### src/rtl/core/frie_pkg.sv
// Shared types and constants of the four-register instruction executor.
`timescale 1ns / 1ps
`default_nettype none

package frie_pkg;

    localparam int LINE_W            = 7;
    localparam int REG_W             = 16;
    localparam int NUM_REGS          = 4;
    localparam int REG_AW            = 2;
    localparam int CMD_W             = 4;
    localparam int PROGRAM_LINES_DEF = 128;
    localparam int QUEUE_DEPTH_DEF   = 2;

    typedef enum logic [CMD_W-1:0] {
        CMD_NOP   = 4'd0,
        CMD_READ  = 4'd1,
        CMD_PRINT = 4'd2,
        CMD_MOV   = 4'd3,
        CMD_ADD   = 4'd4,
        CMD_SUB   = 4'd5,
        CMD_MUL   = 4'd6,
        CMD_DIV   = 4'd7,
        CMD_JMP   = 4'd8,
        CMD_JE    = 4'd9,
        CMD_JNE   = 4'd10,
        CMD_JG    = 4'd11,
        CMD_JGE   = 4'd12,
        CMD_JL    = 4'd13,
        CMD_JLE   = 4'd14,
        CMD_BAD   = 4'd15
    } t_cmd;

    typedef struct packed {
        logic is_bad;
        logic is_div;
        logic is_jump;
        logic writes_dst;
    } t_cls;

    typedef struct packed {
        t_cmd                     cmd;
        t_cls                     cls;
        logic                     src_is_imm;
        logic [REG_AW-1:0]        src_reg;
        logic signed [REG_W-1:0]  src_imm;
        logic                     second_is_imm;
        logic [REG_AW-1:0]        second_reg;
        logic signed [REG_W-1:0]  second_imm;
        logic [LINE_W-1:0]        jump_line;
        logic signed [REG_W-1:0]  read_value;
    } t_item;

    typedef struct packed {
        logic [LINE_W-1:0]        next_line;
        logic                     print_valid;
        logic signed [REG_W-1:0]  print_value;
        logic                     jump_taken;
        logic                     halted;
        logic                     divide_by_zero;
    } t_res;

endpackage

`default_nettype wire

### src/rtl/core/four_register_instruction_executor.sv
// Top level of the four-register instruction executor.
// An instruction is taken when the back end is idle and the result queue has room;
// its registers are read, then it executes and its result is queued. A div with nonzero
// divisor waits for the iterative divider, one quotient bit per step, before finishing.
// One instruction is in the back end at a time; the next is taken only after it finishes.
// Reset: synchronous; regs read as zero; clears line counter, halt flag and both queues.
`timescale 1ns / 1ps
`default_nettype none

module four_register_instruction_executor #(
    parameter int PROGRAM_LINES = frie_pkg::PROGRAM_LINES_DEF,
    parameter int QUEUE_DEPTH   = frie_pkg::QUEUE_DEPTH_DEF
) (
    input  logic                              i_clk,
    input  logic                              i_rst_n,
    input  logic                              push,
    output logic                              full,
    input  logic [frie_pkg::CMD_W-1:0]        i_cmd,
    input  logic                              i_src_is_imm,
    input  logic [frie_pkg::REG_AW-1:0]       i_src_reg,
    input  logic signed [frie_pkg::REG_W-1:0] i_src_imm,
    input  logic                              i_second_is_imm,
    input  logic [frie_pkg::REG_AW-1:0]       i_second_reg,
    input  logic signed [frie_pkg::REG_W-1:0] i_second_imm,
    input  logic [frie_pkg::LINE_W-1:0]       i_jump_line,
    input  logic signed [frie_pkg::REG_W-1:0] i_read_value,
    output logic                              empty,
    input  logic                              pop,
    output logic [frie_pkg::LINE_W-1:0]       o_next_line,
    output logic                              o_print_valid,
    output logic signed [frie_pkg::REG_W-1:0] o_print_value,
    output logic                              o_jump_taken,
    output logic                              o_halted,
    output logic                              o_divide_by_zero
);

    import frie_pkg::*;

    t_item w_item;
    logic  w_item_empty;
    logic  w_item_pop;
    t_res  w_res;

    frie_front #(
        .QUEUE_DEPTH (QUEUE_DEPTH)
    ) u_front (
        .i_clk           (i_clk),
        .i_rst_n         (i_rst_n),
        .push            (push),
        .full            (full),
        .i_cmd           (i_cmd),
        .i_src_is_imm    (i_src_is_imm),
        .i_src_reg       (i_src_reg),
        .i_src_imm       (i_src_imm),
        .i_second_is_imm (i_second_is_imm),
        .i_second_reg    (i_second_reg),
        .i_second_imm    (i_second_imm),
        .i_jump_line     (i_jump_line),
        .i_read_value    (i_read_value),
        .o_item          (w_item),
        .o_empty         (w_item_empty),
        .i_pop           (w_item_pop)
    );

    frie_back #(
        .PROGRAM_LINES (PROGRAM_LINES),
        .QUEUE_DEPTH   (QUEUE_DEPTH)
    ) u_back (
        .i_clk        (i_clk),
        .i_rst_n      (i_rst_n),
        .i_item       (w_item),
        .i_item_empty (w_item_empty),
        .o_item_pop   (w_item_pop),
        .o_res        (w_res),
        .empty        (empty),
        .pop          (pop)
    );

    assign o_next_line      = w_res.next_line;
    assign o_print_valid    = w_res.print_valid;
    assign o_print_value    = w_res.print_value;
    assign o_jump_taken     = w_res.jump_taken;
    assign o_halted         = w_res.halted;
    assign o_divide_by_zero = w_res.divide_by_zero;

endmodule

`default_nettype wire

### src/rtl/core/frie_fifo.sv
// Small first-word-fall-through queue built from registers.
`timescale 1ns / 1ps
`default_nettype none

module frie_fifo #(
    parameter int WIDTH = 8,
    parameter int DEPTH = 2
) (
    input  logic             i_clk,
    input  logic             i_rst_n,
    input  logic             i_push,
    input  logic [WIDTH-1:0] i_data,
    output logic             o_full,
    input  logic             i_pop,
    output logic [WIDTH-1:0] o_data,
    output logic             o_empty
);

    localparam int AW = (DEPTH > 1) ? $clog2(DEPTH) : 1;
    localparam int CW = $clog2(DEPTH + 1);

    logic [WIDTH-1:0] r_mem [DEPTH];
    logic [AW-1:0]    r_wr;
    logic [AW-1:0]    r_rd;
    logic [CW-1:0]    r_cnt;
    logic             w_push_ok;
    logic             w_pop_ok;

    assign o_full    = (r_cnt == CW'(DEPTH));
    assign o_empty   = (r_cnt == '0);
    assign o_data    = r_mem[r_rd];
    assign w_push_ok = i_push && !o_full;
    assign w_pop_ok  = i_pop && !o_empty;

    always_ff @(posedge i_clk) begin
        if (w_push_ok) begin
            r_mem[r_wr] <= i_data;
        end
    end

    always_ff @(posedge i_clk) begin
        if (!i_rst_n) begin
            r_wr  <= '0;
            r_rd  <= '0;
            r_cnt <= '0;
        end else begin
            if (w_push_ok) begin
                r_wr <= (r_wr == AW'(DEPTH - 1)) ? '0 : r_wr + 1'b1;
            end
            if (w_pop_ok) begin
                r_rd <= (r_rd == AW'(DEPTH - 1)) ? '0 : r_rd + 1'b1;
            end
            if (w_push_ok && !w_pop_ok) begin
                r_cnt <= r_cnt + 1'b1;
            end else if (w_pop_ok && !w_push_ok) begin
                r_cnt <= r_cnt - 1'b1;
            end
        end
    end

endmodule

`default_nettype wire

### src/rtl/core/frie_ram.sv
// Generic RAM with one write port and two registered read ports.
`timescale 1ns / 1ps
`default_nettype none

module frie_ram #(
    parameter int WIDTH = 16,
    parameter int DEPTH = 4
) (
    input  logic                     i_clk,
    input  logic                     i_we,
    input  logic [$clog2(DEPTH)-1:0] i_waddr,
    input  logic [WIDTH-1:0]         i_wdata,
    input  logic [$clog2(DEPTH)-1:0] i_raddr_a,
    input  logic [$clog2(DEPTH)-1:0] i_raddr_b,
    output logic [WIDTH-1:0]         o_rdata_a,
    output logic [WIDTH-1:0]         o_rdata_b
);

    logic [WIDTH-1:0] r_mem [DEPTH];

    always_ff @(posedge i_clk) begin
        if (i_we) begin
            r_mem[i_waddr] <= i_wdata;
        end
        o_rdata_a <= r_mem[i_raddr_a];
        o_rdata_b <= r_mem[i_raddr_b];
    end

endmodule

`default_nettype wire

### src/rtl/core/frie_front.sv
// Front end: accepts instructions, classifies them and queues them for execution.
`timescale 1ns / 1ps
`default_nettype none

module frie_front #(
    parameter int QUEUE_DEPTH = frie_pkg::QUEUE_DEPTH_DEF
) (
    input  logic                              i_clk,
    input  logic                              i_rst_n,
    input  logic                              push,
    output logic                              full,
    input  logic [frie_pkg::CMD_W-1:0]        i_cmd,
    input  logic                              i_src_is_imm,
    input  logic [frie_pkg::REG_AW-1:0]       i_src_reg,
    input  logic signed [frie_pkg::REG_W-1:0] i_src_imm,
    input  logic                              i_second_is_imm,
    input  logic [frie_pkg::REG_AW-1:0]       i_second_reg,
    input  logic signed [frie_pkg::REG_W-1:0] i_second_imm,
    input  logic [frie_pkg::LINE_W-1:0]       i_jump_line,
    input  logic signed [frie_pkg::REG_W-1:0] i_read_value,
    output frie_pkg::t_item                   o_item,
    output logic                              o_empty,
    input  logic                              i_pop
);

    import frie_pkg::*;

    t_item                  w_item;
    logic [$bits(t_item)-1:0] w_qdata;

    always_comb begin
        w_item                 = '0;
        w_item.cmd             = t_cmd'(i_cmd);
        w_item.cls.is_bad      = (w_item.cmd == CMD_BAD);
        w_item.cls.is_div      = (w_item.cmd == CMD_DIV);
        w_item.cls.is_jump     = (w_item.cmd inside {[CMD_JMP:CMD_JLE]});
        w_item.cls.writes_dst  = (w_item.cmd inside {CMD_READ, CMD_MOV, CMD_ADD,
                                                      CMD_SUB, CMD_MUL});
        w_item.src_is_imm      = i_src_is_imm;
        w_item.src_reg         = i_src_reg;
        w_item.src_imm         = i_src_imm;
        w_item.second_is_imm   = i_second_is_imm;
        w_item.second_reg      = i_second_reg;
        w_item.second_imm      = i_second_imm;
        w_item.jump_line       = i_jump_line;
        w_item.read_value      = i_read_value;
    end

    frie_fifo #(
        .WIDTH ($bits(t_item)),
        .DEPTH (QUEUE_DEPTH)
    ) u_queue (
        .i_clk   (i_clk),
        .i_rst_n (i_rst_n),
        .i_push  (push),
        .i_data  (w_item),
        .o_full  (full),
        .i_pop   (i_pop),
        .o_data  (w_qdata),
        .o_empty (o_empty)
    );

    assign o_item = t_item'(w_qdata);

endmodule

`default_nettype wire

### src/rtl/core/frie_div.sv
// Iterative signed 16-bit divider, one quotient bit per cycle, truncating.
`timescale 1ns / 1ps
`default_nettype none

module frie_div (
    input  logic                              i_clk,
    input  logic                              i_rst_n,
    input  logic                              i_start,
    input  logic signed [frie_pkg::REG_W-1:0] i_dividend,
    input  logic signed [frie_pkg::REG_W-1:0] i_divisor,
    output logic                              o_done,
    output logic signed [frie_pkg::REG_W-1:0] o_quot
);

    import frie_pkg::*;

    localparam int CNT_W = $clog2(REG_W);

    logic             r_busy;
    logic             r_done;
    logic [CNT_W-1:0] r_cnt;
    logic [REG_W-1:0] r_quo;
    logic [REG_W-1:0] r_rem;
    logic [REG_W-1:0] r_dvs;
    logic             r_neg;
    logic [REG_W:0]   w_shift;
    logic [REG_W:0]   w_diff;
    logic             w_ge;

    assign w_shift = {r_rem, r_quo[REG_W-1]};
    assign w_diff  = w_shift - {1'b0, r_dvs};
    assign w_ge    = !w_diff[REG_W];
    assign o_done  = r_done;
    assign o_quot  = r_neg ? -$signed(r_quo) : $signed(r_quo);

    always_ff @(posedge i_clk) begin
        if (!i_rst_n) begin
            r_busy <= 1'b0;
            r_done <= 1'b0;
            r_cnt  <= '0;
        end else begin
            r_done <= 1'b0;
            if (r_busy) begin
                if (r_cnt == '0) begin
                    r_busy <= 1'b0;
                    r_done <= 1'b1;
                end else begin
                    r_cnt <= r_cnt - 1'b1;
                end
            end else if (i_start) begin
                r_busy <= 1'b1;
                r_cnt  <= '1;
            end
        end
    end

    always_ff @(posedge i_clk) begin
        if (r_busy) begin
            r_rem <= w_ge ? w_diff[REG_W-1:0] : w_shift[REG_W-1:0];
            r_quo <= {r_quo[REG_W-2:0], w_ge};
        end else if (i_start) begin
            r_rem <= '0;
            r_quo <= i_dividend[REG_W-1] ? REG_W'(-i_dividend) : i_dividend;
            r_dvs <= i_divisor[REG_W-1] ? REG_W'(-i_divisor) : i_divisor;
            r_neg <= i_dividend[REG_W-1] ^ i_divisor[REG_W-1];
        end
    end

endmodule

`default_nettype wire

### src/rtl/core/frie_back.sv
// Back end: register file, execution of one instruction at a time, result queue.
`timescale 1ns / 1ps
`default_nettype none

module frie_back #(
    parameter int PROGRAM_LINES = frie_pkg::PROGRAM_LINES_DEF,
    parameter int QUEUE_DEPTH   = frie_pkg::QUEUE_DEPTH_DEF
) (
    input  logic            i_clk,
    input  logic            i_rst_n,
    input  frie_pkg::t_item i_item,
    input  logic            i_item_empty,
    output logic            o_item_pop,
    output frie_pkg::t_res  o_res,
    output logic            empty,
    input  logic            pop
);

    import frie_pkg::*;

    localparam int LUT_N = (1 << LINE_W) + 1;
    localparam int LUT_W = LINE_W + 1;

    typedef enum logic [1:0] {
        ST_IDLE,
        ST_EXEC,
        ST_DIV
    } t_state;

    t_state                  r_state;
    t_item                   r_cur;
    logic [LINE_W-1:0]       r_line;
    logic                    r_halt;
    logic [NUM_REGS-1:0]     r_valid;
    logic                    r_src_ok;
    logic                    r_dst_ok;

    logic [LINE_W-1:0]       w_mod [LUT_N];
    logic [REG_W-1:0]        w_rd_a;
    logic [REG_W-1:0]        w_rd_b;
    logic signed [REG_W-1:0] w_a;
    logic signed [REG_W-1:0] w_d;
    logic signed [REG_W-1:0] w_b;
    logic signed [2*REG_W-1:0] w_prod;
    logic signed [REG_W-1:0] w_wval;
    logic                    w_cond;
    logic                    w_stop;
    logic                    w_div_go;
    logic                    w_dz;
    logic [LINE_W-1:0]       w_seq;
    logic [LINE_W-1:0]       w_target;
    logic [LINE_W-1:0]       w_next;
    logic                    w_take;
    logic                    w_we;
    logic [REG_W-1:0]        w_wdata;
    logic                    w_div_done;
    logic signed [REG_W-1:0] w_quot;
    logic                    w_res_push;
    logic                    w_res_full;
    t_res                    w_res;
    logic [$bits(t_res)-1:0] w_res_q;

    for (genvar g = 0; g < LUT_N; g++) begin : g_mod
        assign w_mod[g] = LINE_W'(g % PROGRAM_LINES);
    end

    assign w_seq    = w_mod[{1'b0, r_line} + LUT_W'(1)];
    assign w_target = w_mod[{1'b0, r_cur.jump_line}];

    frie_ram #(
        .WIDTH (REG_W),
        .DEPTH (NUM_REGS)
    ) u_regs (
        .i_clk     (i_clk),
        .i_we      (w_we),
        .i_waddr   (r_cur.second_reg),
        .i_wdata   (w_wdata),
        .i_raddr_a (i_item.src_reg),
        .i_raddr_b (i_item.second_reg),
        .o_rdata_a (w_rd_a),
        .o_rdata_b (w_rd_b)
    );

    frie_div u_div (
        .i_clk      (i_clk),
        .i_rst_n    (i_rst_n),
        .i_start    (w_div_go),
        .i_dividend (w_a),
        .i_divisor  (w_d),
        .o_done     (w_div_done),
        .o_quot     (w_quot)
    );

    assign w_d    = r_dst_ok ? $signed(w_rd_b) : '0;
    assign w_a    = r_cur.src_is_imm ? r_cur.src_imm : (r_src_ok ? $signed(w_rd_a) : '0);
    assign w_b    = r_cur.second_is_imm ? r_cur.second_imm : w_d;
    assign w_prod = w_a * w_d;
    assign w_stop = r_halt || r_cur.cls.is_bad;
    assign w_take = (r_state == ST_IDLE) && !i_item_empty && !w_res_full;
    assign o_item_pop = w_take;

    always_comb begin
        w_wval = w_a;
        w_cond = 1'b0;
        case (r_cur.cmd)
            CMD_NOP:   w_wval = w_a;
            CMD_READ:  w_wval = r_cur.read_value;
            CMD_PRINT: w_wval = w_a;
            CMD_MOV:   w_wval = w_a;
            CMD_ADD:   w_wval = w_a + w_d;
            CMD_SUB:   w_wval = w_d - w_a;
            CMD_MUL:   w_wval = w_prod[REG_W-1:0];
            CMD_DIV:   w_wval = w_a;
            CMD_JMP:   w_cond = 1'b1;
            CMD_JE:    w_cond = (w_a == w_b);
            CMD_JNE:   w_cond = (w_a != w_b);
            CMD_JG:    w_cond = (w_a > w_b);
            CMD_JGE:   w_cond = (w_a >= w_b);
            CMD_JL:    w_cond = (w_a < w_b);
            CMD_JLE:   w_cond = (w_a <= w_b);
            CMD_BAD:   w_cond = 1'b0;
            default:   w_cond = 1'b0;
        endcase
    end

    assign w_div_go = (r_state == ST_EXEC) && !w_stop && r_cur.cls.is_div && (w_d != '0);
    assign w_dz     = !w_stop && r_cur.cls.is_div && (w_d == '0);
    assign w_next   = w_stop ? r_line : ((!w_stop && w_cond) ? w_target : w_seq);

    always_comb begin
        w_we       = 1'b0;
        w_wdata    = w_wval;
        w_res_push = 1'b0;
        w_res      = '0;
        case (r_state)
            ST_EXEC: begin
                w_we                 = !w_stop && r_cur.cls.writes_dst;
                w_res_push           = !w_div_go;
                w_res.next_line      = w_next;
                w_res.print_valid    = !w_stop && (r_cur.cmd == CMD_PRINT);
                w_res.print_value    = (!w_stop && (r_cur.cmd == CMD_PRINT)) ? w_a : '0;
                w_res.jump_taken     = !w_stop && w_cond;
                w_res.halted         = w_stop;
                w_res.divide_by_zero = w_dz;
            end
            ST_DIV: begin
                w_we            = w_div_done;
                w_wdata         = w_quot;
                w_res_push      = w_div_done;
                w_res.next_line = r_line;
            end
            default: begin
                w_we       = 1'b0;
                w_res_push = 1'b0;
            end
        endcase
    end

    always_ff @(posedge i_clk) begin
        if (!i_rst_n) begin
            r_state <= ST_IDLE;
            r_line  <= '0;
            r_halt  <= 1'b0;
            r_valid <= '0;
        end else begin
            if (w_we) begin
                r_valid[r_cur.second_reg] <= 1'b1;
            end
            case (r_state)
                ST_IDLE: begin
                    if (w_take) begin
                        r_state <= ST_EXEC;
                    end
                end
                ST_EXEC: begin
                    r_line  <= w_next;
                    r_halt  <= w_stop;
                    r_state <= w_div_go ? ST_DIV : ST_IDLE;
                end
                ST_DIV: begin
                    if (w_div_done) begin
                        r_state <= ST_IDLE;
                    end
                end
                default: r_state <= ST_IDLE;
            endcase
        end
    end

    always_ff @(posedge i_clk) begin
        if (w_take) begin
            r_cur    <= i_item;
            r_src_ok <= r_valid[i_item.src_reg];
            r_dst_ok <= r_valid[i_item.second_reg];
        end
    end

    frie_fifo #(
        .WIDTH ($bits(t_res)),
        .DEPTH (QUEUE_DEPTH)
    ) u_res_queue (
        .i_clk   (i_clk),
        .i_rst_n (i_rst_n),
        .i_push  (w_res_push),
        .i_data  (w_res),
        .o_full  (w_res_full),
        .i_pop   (pop),
        .o_data  (w_res_q),
        .o_empty (empty)
    );

    assign o_res = t_res'(w_res_q);

endmodule

`default_nettype wire

### config.mk
export PLATFORM = sky130hd
export DESIGN_NAME = four_register_instruction_executor
export DESIGN_NICKNAME = d
export VERILOG_FILES = /design/src/rtl/core/frie_pkg.sv /design/src/rtl/core/four_register_instruction_executor.sv /design/src/rtl/core/frie_fifo.sv /design/src/rtl/core/frie_ram.sv /design/src/rtl/core/frie_front.sv /design/src/rtl/core/frie_div.sv /design/src/rtl/core/frie_back.sv
export SDC_FILE = /design/constraint.sdc
export NUM_CORES = 1
export LEC_CHECK = 0
export BUFFER_PORTS_ARGS = -buffer_cell sky130_fd_sc_hd__buf_2
export CORE_MARGIN = 10
export CORE_UTILIZATION = 65
export DETAILED_ROUTE_END_ITERATION = 8
export HOLD_SLACK_MARGIN = 0.03
export PLACE_DENSITY_LB_ADDON = 0.05
export SYNTH_ARGS = -nofsm -noshare
export SYNTH_HDL_FRONTEND = slang
export SYNTH_HIERARCHICAL = 1
export SYNTH_SLANG_ARGS = --single-unit
### constraint.sdc
create_clock -name i_clk -period 13.3 [get_ports i_clk]
set_clock_uncertainty 0.05 [all_clocks]
set_input_delay 0.665 -clock i_clk [delete_from_list [all_inputs] [get_ports i_clk]]
set_output_delay 0.665 -clock i_clk [all_outputs]
set_load 0.05 [all_outputs]
Yosys cells after proc, flatten, opt, wreduce, memory -nomap -nowiden --
Memories as Yosys holds them, arrays and structs flattened. A register that Yosys moved wholly into a read port is not among the register bits. Index checks and enable logic that the tools add are counted.
Word-level totals: register bits after elaboration 145, bits in writable memories 256, ROM bits 3584, output and inout bits 29, logic and storage cells 205, memories 5
Cells by class: add/subtract/negate cells 16, multipliers 1, magnitude comparators 12, equal/unequal tests 28, multiplexer cells 61, bitwise gates (word level) 5, reduce and logical (&&, ||, !) cells 46
Memories:
- (no name shown) | words 256, bits a word 7, rd ports 1, clocked after Yosys merged registers in 0, wr ports 0, line frie_back.sv:68 | assign w_target = w_mod[{1'b0, r_cur.jump_line}];
- (no name shown) | words 256, bits a word 7, rd ports 1, clocked after Yosys merged registers in 0, wr ports 0, line frie_back.sv:67 | assign w_seq = w_mod[{1'b0, r_line} + LUT_W'(1)];
- u_front.u_queue.r_mem | words 2, bits a word 69, rd ports 1, clocked after Yosys merged registers in 1, wr ports 1, line frie_fifo.sv:22 | logic [WIDTH-1:0] r_mem [DEPTH];
- u_back.u_regs.r_mem | words 4, bits a word 16, rd ports 2, clocked after Yosys merged registers in 2, wr ports 1, line frie_ram.sv:19 | logic [WIDTH-1:0] r_mem [DEPTH];
- u_back.u_res_queue.r_mem | words 2, bits a word 27, rd ports 1, clocked after Yosys merged registers in 1, wr ports 1, line frie_fifo.sv:22
Operator list (number):
- 2-to-1 mux 16 bit | 13
- case mux 16 bit (4 select lines) | 1
- negation 16 bit | 3
- 2-to-1 mux 7 bit | 6
- equality test 4 bit, second input constant | 8
- equality test 4 x 3 -> 1 bit, second input constant | 7
- 2-to-1 mux 1 bit | 21
- logical AND 1 bit | 20
- 2-to-1 mux 20 bit | 1
- greater-or-equal comparator 9 bit, second input constant | 2
- subtractor 17 x 16 -> 17 bit | 1
- adder 16 bit | 1
- equality test 16 bit | 1
- greater-or-equal comparator 16 bit | 1
- greater-than comparator 16 bit | 1
- <= comparator 16 bit | 1
- logical NOT 16 bit | 1
- less-than comparator 16 bit | 1
- multiplier 16 x 16 -> 16 bit | 1
- != test 16 bit | 1
- nonzero test 16 bit | 1
- subtractor 16 bit | 1
- 2-to-1 mux 15 bit | 1
- 2-to-1 mux 2 bit | 7
- 33 further kinds | 67

Logic depth before layout (Yosys ltp) --
depth after elaboration 12, gate-level depth with buffers 28, gate-level depth less buffers 26

By module --
Netlist, hierarchy kept.
Modules (own cells, without submodules):
- frie_back | times used 1, cells each 1110, area each 9756.9 um^2
- frie_fifo (u_front.u_queue) | times used 1, cells each 240, area each 5251.3 um^2
- frie_div | times used 1, cells each 442, area each 4077.7 um^2
- frie_ram | times used 1, cells each 140, area each 3442.1 um^2
- frie_fifo (u_back.u_res_queue) | times used 1, cells each 109, area each 2179.6 um^2
- frie_front | times used 1, cells each 6, area each 37.5 um^2

Worst setup path before layout --
OpenSTA, ideal clock, no wires.
kind register to register, start point register u_back.u_res_queue.r_cnt[0], end point register u_front.u_queue.r_cnt[1], data arrival time 7.336 ns, data required time 13.180 ns, path slack 5.844 ns, cell stages (with the launch flop) 8, buffers on the path 0, period minus slack after synthesis 7.456 ns, cells stage by stage dfxtp_1 -> nand2b_1 -> inv_2 -> nor3b_1 -> o21ai_1 -> ha_1 -> or3_1 -> a21boi_1
On the way: cells in the longest elaborated chain, start to end 7, elaborated cells between the ends (all ways) 9, classes of those cells eq/ne: 1; mux: 1; reduce/logical: 7
Ends and longest elaborated chain:
- from (decl) | line frie_fifo.sv:25 | logic [CW-1:0] r_cnt;
- from (signal assigned) | line frie_fifo.sv:54 | r_cnt <= r_cnt + 1'b1;
- from (signal assigned) | line frie_fifo.sv:56 | r_cnt <= r_cnt - 1'b1;
- equality test 2 bit (*) | line frie_fifo.sv:29 | assign o_full = (r_cnt == CW'(DEPTH));
- net u_back.w_res_full | line frie_back.sv:59 | logic w_res_full;
- logical NOT 1 bit (*) | line frie_back.sv:99 | assign w_take = (r_state == ST_IDLE) && !i_item_empty && !w_res_full;
- logical AND 1 bit (*) | line frie_back.sv:99
- net w_item_pop | line four_register_instruction_executor.sv:41 | logic w_item_pop;
- logical AND 1 bit (*) | line frie_fifo.sv:33 | assign w_pop_ok = i_pop && !o_empty;
- logical NOT 1 bit | line frie_fifo.sv:53 | if (w_push_ok && !w_pop_ok) begin
- logical AND 1 bit | line frie_fifo.sv:53
- 2-to-1 mux 2 bit or nonzero test 2 bit (tied branches)
- to (signal assigned) | line frie_fifo.sv:54
- to (signal assigned) | line frie_fifo.sv:56
- to (decl) | line frie_fifo.sv:25
Mark *: on every way through the listed nets, which the timed path passes. The rest lies on a longest branch. A chain may end at the register's enable or synchronous reset.

Worst setup path after layout --
start point register u_back/r_cur[60] (netlist name), end point memory u_back.u_regs.r_mem[24][14] (netlist: u_back/u_regs/r_mem[3][14]) (data pin)
On the way: cells in the longest elaborated chain, start to end 4, elaborated cells between the ends (all ways) 6, classes of those cells add/sub: 2; mul: 1; mux: 3
Ends and longest elaborated chain:
- from (decl) | line frie_back.sv:31 | t_item r_cur;
- from (signal assigned) | line frie_back.sv:192 | r_cur <= i_item;
- 2-to-1 mux 16 bit (*) | line frie_back.sv:95 | assign w_a = r_cur.src_is_imm ? r_cur.src_imm : (r_src_ok ? $signed(w_rd_a) : '0);
- net u_back.w_a[8] | line frie_back.sv:41 | logic signed [REG_W-1:0] w_a;
- multiplier 16 x 16 -> 16 bit, or another cell as far along | line frie_back.sv:97 | assign w_prod = w_a * w_d;
- case mux 16 bit (4 select lines) (*) | line frie_back.sv:105 | case (r_cur.cmd)
- 2-to-1 mux 16 bit (*) | line frie_back.sv:135 | case (r_state)
- net u_back.w_wdata[14] | line frie_back.sv:55 | logic [REG_W-1:0] w_wdata;
- to (decl) | line frie_ram.sv:19
Marks and branches as above.

==> metrics.csv <==
metric,value,unit
syn_to_final_growth,9.56,%
slew_headroom,18.1,%
ir_worst_vdd,0.165,mV
powerDensity,278,nW/µm²
die_w,215,µm
drive_above_1_share,16.4,%
cts_buffers,44,
finalSetupViolCount,0,
worst-r2r-setup-slack,5.10,ns
gr-usage-met1,35.7,%
die_h,215,µm
grt.total_usage,27.6,%
rsz0062_at_grt,no,
diodes,0,
grt_overflow_total,0,
hold_depth,1,
insertion_delay,0.58,ns
hold_viol_final,0,
drt_iter0_drc,1733,
rows,71,
postCtsSetupRepairBufs,0,
dp_slack,5.33,ns
antenna_found_initial,1,
grt-busiest-layer,met2,
crit_arrival,8.43,ns
syn_inst,2043,
clk_pin_slew,0.06,ns
hold_class,in -> reg,
clock_sinks,433,
dieArea,46100,µm²
fillers,2639,
cp.required,13.54,ns
path_max_fanout,20,
syn_area_per_cell,12.1,µm²
setup-tns-final,0,ns
cap_violations,0,
drcViolationCount,0,
drv_slew,0,
setup_slack,5.10,ns
place_congestion,1.05,
cts_hold_buf,0,
met2_usage,44.8,%
dp_hpwl,46100,µm
period_needed,8.20,ns
p_leak,10.6,nW
start_kind,flip-flop,
syn-cell-area,24700,µm²
grt.met3_usage,5.83,%
final_cell_mix,"edfxtp_1, inv_1, nand2_1",
critical_path.cell_chain,nor2b_4 -> a22oi_1 -> inv_1 -> nand2_1 -> fa_1 -> fa_1 -> fa_1 -> fa_1 -> inv_1 -> fa_1 -> inv_1 -> fa_1 -> inv_1 -> ha_1 -> and3_1 -> a211oi_1 -> a21oi_1 -> xor2_1 -> a221oi_1 -> a21oi_1,
cts_tree,built,
worstMarginPinSlew,1.23,ns
wl_per_cell,24.0,µm
crit_top_cell,fa_1,
io_pins,98,
grt_pass1_vias,16700,
status,"complete, no violations",
postRouteAntennaNets,0,
clockBufferDepth,3,
worstRegToRegCells,20,
cts-root-buf,clkbuf_16,
ys.warnings.count,6,
wl,64200,µm
cpPeakStageDelay,1.01,ns
timing.final.crit_share,61.6,%
drt-pass1-iter-count,6,
grt_max_degree,70,
cp-end-kind,flip-flop,
path_class,reg -> reg,
start_util,65.6,%
crit_slowest_cell,edfxtp_1,
final_common_cell,edfxtp_1,
htree_levels,2,
via_per_inst,6.18,
fmax,122,MHz
core-area,37600,µm²
nNetsFinal,2399,
num_vias,16600,
io_buffer_count,97,
grt_pass1_wl,98600,µm
cts-resized-gates,0,
synth_nets,2310,
==> routing by layer <==
layer | part of all wire [%] | up-vias
met2 | 47 | 753
met4 | 3.8 | 2
met5 | 0.020 | -
li1 | - | 7509
met1 | 40 | 8134
met3 | 8.9 | 154
==> through the flow <==
step | total power [mW] | area (µm²) | utilization [%] | std cells | hold WS, ns
after global routing | 7.98 | 27000 | 71.9 | 2678 | 0.210
final | 7.51 | 27000 | 71.9 | 2678 | 0.221
after CTS | 7.45 | 27000 | 71.9 | 2678 | 0.197
after floorplan | 5.04 | 24700 | - | 2043 | 0.387
after detailed placement | 6.16 | 25600 | 68.0 | 2597 | 0.410
after global placement | 6.10 | 25600 | 68.0 | 2597 | 0.397
==> power by group <==
| part | switching, mW | total [mW] | leakage, nW | internal, mW |
|---|---|---|---|---|
| Sequential | 0.223 | 2.13 | 3.91 | 1.90 |
| Clock | 0.518 | 1.25 | 0.713 | 0.728 |
| Combinational | 2.58 | 4.14 | 5.93 | 1.56 |
| Total | 3.32 | 7.51 | 10.6 | 4.19 |
==> cell type report <==
type	instances	area (µm²)	share of cell area [%]
Timing Repair Buffer	115	621	2.30
Inverter	206	776	2.87
Clock inverter	24	280	1.04
Tap cell	511	639	2.37
Sequential cell	433	12400	45.8
Multi-Input combinational cell	1332	11100	41.2
Clock buffer	57	1180	4.37
==> sequential cells by signal, summed over array words and instances (netlist names), 2 cells and up, named ones only <==
register	flops
u_back/u_regs/o_rdata_b	16
u_back/u_regs/o_rdata_a	16
u_back/u_div/r_rem	16
u_back/r_cur	66
u_back/u_regs/r_mem	64
u_back/u_res_queue/r_mem	54
u_back/u_div/r_quo	16
u_front/u_queue/r_cnt	2
u_back/u_div/r_dvs	16
u_back/u_div/r_cnt	4
u_back/r_valid	4
u_back/u_res_queue/r_cnt	2
u_back/r_line	7
u_front/u_queue/r_mem	136
u_back/r_state	2
==> final timing paths <==
kind                                   start                                      to
setup reg to reg  u_back/r_cur[60]$_DFFE_PP_    u_back/u_regs/r_mem[3][14]$_DFFE_PP_
setup / recovery  u_back/r_cur[60]$_DFFE_PP_    u_back/u_regs/r_mem[3][14]$_DFFE_PP_
hold / removal               i_second_imm[4]  u_front/u_queue/r_mem[1][27]$_DFFE_PP_
hold reg to reg   u_back/r_halt$_SDFFE_PN0P_              u_back/r_halt$_SDFFE_PN0P_
==> worst max-delay path: cells and delay by family (launching register included) <==
kind | cells | cell delay, ns
DFF | 1 | 1.01
xor gates and xnor gates | 1 | 0.17
and+or+nand+nor | 3 | 0.71
buffers and inverters | 4 | 0.75
adders and majority gates | 7 | 3.34
AOI/OAI and AO/OA | 5 | 1.87
No activity file was read; power rests on OpenSTA's default activity.
